--- config.mk ---
export PLATFORM = sky130hd
export DESIGN_NAME = utf8_validating_decoder
export DESIGN_NICKNAME = d
export VERILOG_FILES = /design/src/sv/u8d_pkg.sv /design/src/sv/utf8_validating_decoder.sv /design/src/sv/u8d_step.sv
export SDC_FILE = /design/constraint.sdc
export NUM_CORES = 1
export LEC_CHECK = 0
export BUFFER_PORTS_ARGS = -buffer_cell sky130_fd_sc_hd__buf_4
export CAP_MARGIN = 20
export CORE_MARGIN = 4
export CORE_UTILIZATION = 58
export DETAILED_ROUTE_END_ITERATION = 7
export PLACE_DENSITY = 0.82
export SLEW_MARGIN = 20
export SYNTH_ARGS = -nofsm -noshare
export SYNTH_HDL_FRONTEND = slang
export SYNTH_SLANG_ARGS = --single-unit
--- constraint.sdc ---
create_clock -name clk -period 6.5 [get_ports clk]
set_clock_uncertainty 0.2 [all_clocks]
set_input_delay 1.625 -clock clk [delete_from_list [all_inputs] [get_ports clk]]
set_output_delay 1.625 -clock clk [all_outputs]
set_load 0.05 [all_outputs]
--- src/sv/u8d_pkg.sv ---
// shared types and constants for the utf-8 validating decoder
package u8d_pkg;

  localparam int unsigned CpW = 21;

  // result status codes
  localparam logic [1:0] STAT_CHAR    = 2'd0;
  localparam logic [1:0] STAT_INVALID = 2'd1;
  localparam logic [1:0] STAT_DROPPED = 2'd2;

  // lead byte class limits
  localparam logic [7:0] LEAD_ONE_MAX   = 8'h7F;
  localparam logic [7:0] CONT_MAX       = 8'hBF;
  localparam logic [7:0] LEAD_TWO_MAX   = 8'hDF;
  localparam logic [7:0] LEAD_THREE_MAX = 8'hEF;
  localparam logic [7:0] LEAD_FOUR_MAX  = 8'hF7;

  // continuation byte form 10xxxxxx
  localparam logic [7:0] CONT_MASK = 8'hC0;
  localparam logic [7:0] CONT_TAG  = 8'h80;

  // payload masks of the lead forms
  localparam logic [7:0] LEAD_TWO_BITS   = 8'h1F;
  localparam logic [7:0] LEAD_THREE_BITS = 8'h0F;
  localparam logic [7:0] LEAD_FOUR_BITS  = 8'h07;

  // surrogate range, rejected for four-byte forms only
  localparam logic [CpW-1:0] SURR_LO = 21'h00D800;
  localparam logic [CpW-1:0] SURR_HI = 21'h00DFFF;

  typedef struct packed {
    logic [1:0]     pending;
    logic [CpW-1:0] partial;
    logic           four_byte;
    logic           discarding;
  } u8d_state_t;

  typedef struct packed {
    logic           valid;
    logic [CpW-1:0] code_point;
    logic [1:0]     status;
    logic           last;
  } u8d_result_t;

endpackage

--- src/sv/utf8_validating_decoder.sv ---
// top level of the utf-8 validating decoder: byte register, decode step, result register
//
//  channel | ports    | tdata                    | tuser      | tlast
//  --------+----------+--------------------------+------------+--------------
//  input   | in_*     | [7:0] data_byte          | -          | buffer_end
//  result  | out_*    | [20:0] code_point, zeros | [1:0] stat | end_of_buffer
//
// one byte is taken every cycle while the result is not stalled; a byte passes
// the byte register, then the decode step into the result register
// bytes in the middle of a sequence or of a dropped buffer give no result
// a stalled result holds the byte register, which holds the input in turn
// reset clears the valid flags and the decoder state
module utf8_validating_decoder
  import u8d_pkg::*;
(
  input  logic        clk,
  input  logic        rst_n,
  input  logic        in_tvalid,
  output logic        in_tready,
  input  logic [7:0]  in_tdata,   // [7:0] data_byte
  input  logic        in_tlast,   // buffer_end
  output logic        out_tvalid,
  input  logic        out_tready,
  output logic [23:0] out_tdata,  // [20:0] code_point, [23:21] zero
  output logic [1:0]  out_tuser,  // [1:0] status
  output logic        out_tlast   // end_of_buffer
);

  // byte register
  logic       s1_valid_r, s1_valid_nxt;
  logic [7:0] s1_byte_r;
  logic       s1_last_r;

  // decoder state
  u8d_state_t  state_r, state_nxt;
  u8d_result_t res;

  // result register
  logic           out_valid_r, out_valid_nxt;
  logic [CpW-1:0] out_cp_r;
  logic [1:0]     out_stat_r;
  logic           out_last_r;

  logic in_fire;
  logic s1_adv;

  // the byte moves on when the result register is free or being emptied
  assign s1_adv    = s1_valid_r && (!out_valid_r || out_tready);
  assign in_tready = !s1_valid_r || s1_adv;
  assign in_fire   = in_tvalid && in_tready;

  u8d_step u_step (
    .cur_state  (state_r),
    .data_byte  (s1_byte_r),
    .buffer_end (s1_last_r),
    .nxt_state  (state_nxt),
    .result     (res)
  );

  always_comb begin
    s1_valid_nxt = s1_valid_r;
    if (in_fire) begin
      s1_valid_nxt = 1'b1;
    end else if (s1_adv) begin
      s1_valid_nxt = 1'b0;
    end
  end

  always_comb begin
    out_valid_nxt = out_valid_r;
    if (s1_adv) begin
      out_valid_nxt = res.valid;
    end else if (out_tready) begin
      out_valid_nxt = 1'b0;
    end
  end

  // control registers
  always_ff @(posedge clk) begin
    if (!rst_n) begin
      s1_valid_r  <= 1'b0;
      out_valid_r <= 1'b0;
      state_r     <= '0;
    end else begin
      s1_valid_r  <= s1_valid_nxt;
      out_valid_r <= out_valid_nxt;
      if (s1_adv) begin
        state_r <= state_nxt;
      end
    end
  end

  // payload registers
  always_ff @(posedge clk) begin
    if (in_fire) begin
      s1_byte_r <= in_tdata;
      s1_last_r <= in_tlast;
    end
    if (s1_adv && res.valid) begin
      out_cp_r   <= res.code_point;
      out_stat_r <= res.status;
      out_last_r <= res.last;
    end
  end

  assign out_tvalid = out_valid_r;
  assign out_tdata  = {3'b000, out_cp_r};
  assign out_tuser  = out_stat_r;
  assign out_tlast  = out_last_r;

  // a result that is not a character carries a zero code point
  a_zero_cp: assert property (@(posedge clk) disable iff (!rst_n)
    out_tvalid && out_tuser != STAT_CHAR |-> out_cp_r == '0)
    else $error("non-character result with nonzero code point");

  // the end of a dropped buffer always closes the buffer
  a_drop_last: assert property (@(posedge clk) disable iff (!rst_n)
    out_tvalid && out_tuser == STAT_DROPPED |-> out_tlast)
    else $error("dropped-buffer report without end of buffer");

  // discarding never coexists with a partial sequence
  a_discard_clean: assert property (@(posedge clk) disable iff (!rst_n)
    state_r.discarding |-> state_r.pending == 2'd0 && state_r.partial == '0)
    else $error("partial sequence kept while discarding");

  // every buffer end leaves the decoder state cleared
  a_end_clears: assert property (@(posedge clk) disable iff (!rst_n)
    s1_adv && s1_last_r |=> state_r == '0)
    else $error("state not cleared at buffer end");

  // a stalled result is not overwritten
  a_out_hold: assert property (@(posedge clk) disable iff (!rst_n)
    out_tvalid && !out_tready |=> out_tvalid && $stable(out_cp_r) && $stable(out_stat_r))
    else $error("stalled result changed");

endmodule

--- src/sv/u8d_step.sv ---
// per-byte decode step: next state and optional result from the current state
module u8d_step
  import u8d_pkg::*;
(
  input  u8d_state_t  cur_state,
  input  logic [7:0]  data_byte,
  input  logic        buffer_end,
  output u8d_state_t  nxt_state,
  output u8d_result_t result
);

  logic [CpW-1:0] acc;
  logic [1:0]     pend_dec;
  logic           fail;

  assign acc      = {cur_state.partial[CpW-7:0], data_byte[5:0]};
  assign pend_dec = cur_state.pending - 2'd1;

  always_comb begin
    nxt_state         = cur_state;
    result.valid      = 1'b0;
    result.code_point = '0;
    result.status     = STAT_CHAR;
    result.last       = buffer_end;
    fail              = 1'b0;

    if (cur_state.discarding) begin
      if (buffer_end) begin
        nxt_state     = '0;
        result.valid  = 1'b1;
        result.status = STAT_DROPPED;
      end
    end else if (cur_state.pending == 2'd0) begin
      if (data_byte <= LEAD_ONE_MAX) begin
        result.valid      = 1'b1;
        result.code_point = {{(CpW-8){1'b0}}, data_byte};
      end else if (data_byte <= CONT_MAX || data_byte > LEAD_FOUR_MAX) begin
        fail = 1'b1;
      end else begin
        if (data_byte <= LEAD_TWO_MAX) begin
          nxt_state.pending   = 2'd1;
          nxt_state.partial   = {{(CpW-8){1'b0}}, data_byte & LEAD_TWO_BITS};
          nxt_state.four_byte = 1'b0;
        end else if (data_byte <= LEAD_THREE_MAX) begin
          nxt_state.pending   = 2'd2;
          nxt_state.partial   = {{(CpW-8){1'b0}}, data_byte & LEAD_THREE_BITS};
          nxt_state.four_byte = 1'b0;
        end else begin
          nxt_state.pending   = 2'd3;
          nxt_state.partial   = {{(CpW-8){1'b0}}, data_byte & LEAD_FOUR_BITS};
          nxt_state.four_byte = 1'b1;
        end
        fail = buffer_end;
      end
    end else if ((data_byte & CONT_MASK) != CONT_TAG) begin
      fail = 1'b1;
    end else if (pend_dec != 2'd0) begin
      nxt_state.pending = pend_dec;
      nxt_state.partial = acc;
      fail              = buffer_end;
    end else begin
      nxt_state.pending   = 2'd0;
      nxt_state.partial   = '0;
      nxt_state.four_byte = 1'b0;
      if (cur_state.four_byte && acc >= SURR_LO && acc <= SURR_HI) begin
        fail = 1'b1;
      end else begin
        result.valid      = 1'b1;
        result.code_point = acc;
      end
    end

    // any error drops the partial sequence and reports status invalid
    if (fail) begin
      nxt_state.pending    = 2'd0;
      nxt_state.partial    = '0;
      nxt_state.four_byte  = 1'b0;
      nxt_state.discarding = ~buffer_end;
      result.valid         = 1'b1;
      result.code_point    = '0;
      result.status        = STAT_INVALID;
    end
  end

endmodule
==> summary.md <==
| Metric | Value |
|---|---|
| Area contributors post-synth | `edfxtp_1 (44%), dfxtp_1 (19%), and2_1 (5.6%), a22o_1 (4.3%), a32o_1 (2.2%)` |
| Grt met3 use | `6.33%` |
| Worst Slack Setup Final | `2.51 ns` |
| Postcts setup bufs | `0` |
| Sequential area share after synthesis | `63.4%` |
| Post-Syn Area | `2230 sq um` |
| DRT Wirelength | `3730 um` |
| Share of cells above drive strength 1 | `29.8%` |
| Post-synth EDFFs | `33` |
| CP startpoint kind | `primary input` |
| Busiest metal layer after global routing | `met2` |
| WP data required | `4.68 ns` |
| R2R Path Start | `state_r[23]` |
| Arrival time at the worst endpoint | `2.16 ns` |
| Worst hold path startpoint | `state_r[24]` |
| Fmax | `251 MHz` |
| Post-route clock period utilization | `61.4%` |
| Placer Congestion | `0.855` |
| Synth area leader | `edfxtp_1` |
| Asr flop ratio synth | `0%` |
| Final core occ | `71.7%` |
| Final HPWL DP | `2660 um` |
| Min Tclk post-route | `3.99 ns` |
| FF-to-FF End | `out_cp_r[14]` |
| RSZ-0062 raised after global routing | `false` |
| Crit path max fanout | `2` |
| Total of max-cap violations | `0` |
| Fill count | `245` |
| Post-CTS Hold Buffers | `0` |
| Post-synth top flop | `edfxtp_1` |
| Worst Hold Slack | `0.279 ns` |
| DR WL/cell | `14.7 um` |
| Clock Latency Late Sink | `0.31 ns` |
| Pre-CTS setup slack | `2.51 ns` |
| TritonCTS Sinks | `54` |
| Leak | `1.02 nW` |
| DRT iter0 DRCs | `89` |
| Die area | `4900 sq um` |
| Largest net degree at the start of global routing | `25` |
| First-pass GRT wire length | `6460 um` |
| Maximum VDD drop | `0.197 mV` |
| Syn Area/Cell | `13.4 sq um` |
| Antenna Violating Nets Remaining | `0` |
| Hold Path Sink | `state_r[24]` |
| Rel. slew slack | `55.7%` |
| Hold Path Depth | `1` |
| Vias | `1419` |
| Final setup viols | `0` |
| Core Area | `3690 sq um` |
| # port buffers | `38` |
| Area growth syn-to-layout | `18.7%` |
| Run status | `complete, no violations` |
| Syn Inst Count | `166` |
| Site Rows | `22` |
| Gates resized, CTS repair | `0` |
| Nets | `220` |
| Final Slew Violations | `0` |
| Setup TNS | `0 ns` |
| Initial antenna violation count | `0` |
| Pwr dens | `259 nW/um^2` |
| Clk buf depth | `2` |
| # DRC | `0` |
| Final Hold Fails | `0` |
| Met1 global-route usage | `19.2%` |
| Top-area cell type share of the netlist area | `44.5%` |
| CTS Root Cell | `clkbuf_8` |
| Total GRT Usage | `16.7%` |
| TritonCTS clock tree | `done` |
| IO Count | `42` |
| Worst-Margin Slew | `0.662 ns` |
| GRT Residual Overflow | `0` |
| CP Capture Type | `output pin` |
| Max H-tree Level | `2` |
| Effective utilization at floorplan | `60.4%` |
| Die extent in x | `70.0 um` |
| Met2 GRT Util | `27.6%` |
| WS Path Type | `primary input to output pin` |
| Reg2reg setup slack | `3.87 ns` |
| Synth warn | `0` |
| Number of diodes | `0` |
| FF+latch count, synth | `54` |
| Distinct cells, synth | `46` |
| Vias in the first global route | `1374` |
| Hold WC Path Type | `flip-flop to flip-flop` |
| TritonCTS Buffers | `5` |
| Reg2Reg Depth | `7` |
| Reg clk slew, reported paths | `0.08 ns` |
| 1st-pass router iterations | `4` |
| Routed vias/inst | `5.61` |
| Die Span Y | `70.0 um` |
[worst max path at each step]
stage / startpoint / end / cells past startpoint
2_1_floorplan: out_tready / in_tready / 2
3_3_place_gp: out_tready / in_tready / 4
3_5_place_dp: out_tready / in_tready / 4
4_1_cts: out_tready / in_tready / 4
5_1_grt: out_tready / in_tready / 4
6_report: out_tready / in_tready / 4
[flip-flops by register name, indices dropped and copies added, names as in the netlist]
signal and count:
out_cp_r 21, s1_valid_r 1, out_tvalid 1, out_tlast 1
s1_last_r 1, state_r 19, out_tuser 2, s1_byte_r 8
[power breakdown]
part | switching (mW) | internal, mW
sequential | 0.00708 | 0.377
combinational | 0.0582 | 0.0267
clock | 0.102 | 0.113
total | 0.168 | 0.517
[cell usage after synthesis, types with 2 or more instances]
cell / n
nand2_1: 7
inv_1: 4
buf_4: 4
and2_1: 20
and3_1: 4
nor2_1: 4
a32o_1: 5
nor2b_1: 5
ha_1: 2
a31o_2: 2
a21oi_1: 6
edfxtp_1: 33
nand4_1: 3
clkbuf_1: 2
dfxtp_1: 21
nand3_1: 2
nor3_1: 2
a22o_1: 11
o21ai_0: 2
[placed cells by master (no fill, tap or decap), drive strengths merged, types with 2 or more instances in the layout]
cell and n:
a21oi 6, a22o 11, a31o 2, a31oi 2, a32o 5, and2 20, and3 4, buf 38
clkbuf 5, conb 3, dfxtp 21, edfxtp 33, ha 2, inv 5, nand2 7, nand2b 2
nand3 3, nand4 3, nor2 4, nor2b 6, nor3 2, nor4 2, o21ai 2
[final cells by class]
type                            count  area (sq um)  share of cell area, %
Clock buffer                        5          68.8                   2.60
Clock inverter                      2          38.8                   1.47
Inverter                            5          18.8                  0.710
Multi-Input combinational cell    101           761                   28.8
Sequential cell                    54          1410                   53.4
Tap cell                           48          60.1                   2.27
Timing Repair Buffer               38           285                   10.8
[cells by family (layout without fill, tap and decap cells)]
| logic type | Yosys count | after routing | share of synthesized area (%) |
|---|---|---|---|
| flops | 54 | 54 | 63.4 |
| other cells | 1 | 3 | 0.168 |
| simple gates | 60 | 60 | 18.3 |
| compound gates | 36 | 36 | 13.8 |
| fa+ha+maj | 2 | 2 | 1.12 |
| buf+inv | 13 | 50 | 3.26 |
[per-stage QoR]
stage          cells  power, mW  instance area (sq um)
2_1_floorplan    168      0.455                   2230
4_1_cts          253      0.688                   2640
5_1_grt          253      0.714                   2640
6_report         253      0.685                   2640
3_3_place_gp     246      0.474                   2530
3_5_place_dp     246      0.477                   2530
[worst max-delay path: stages]
cell and delay [ns]:
buf_4 0.11, nor2b_1 0.13, nand2_1 0.09, buf_4 0.20
[per-layer routing]
metal | routed length, um | vias to the layer above
met5 | 0 | -
met4 | 99 | 0
met3 | 251 | 13
met2 | 1870 | 49
met1 | 1500 | 664
li1 | - | 693
Note: power is estimated with default switching activity, not from simulation.
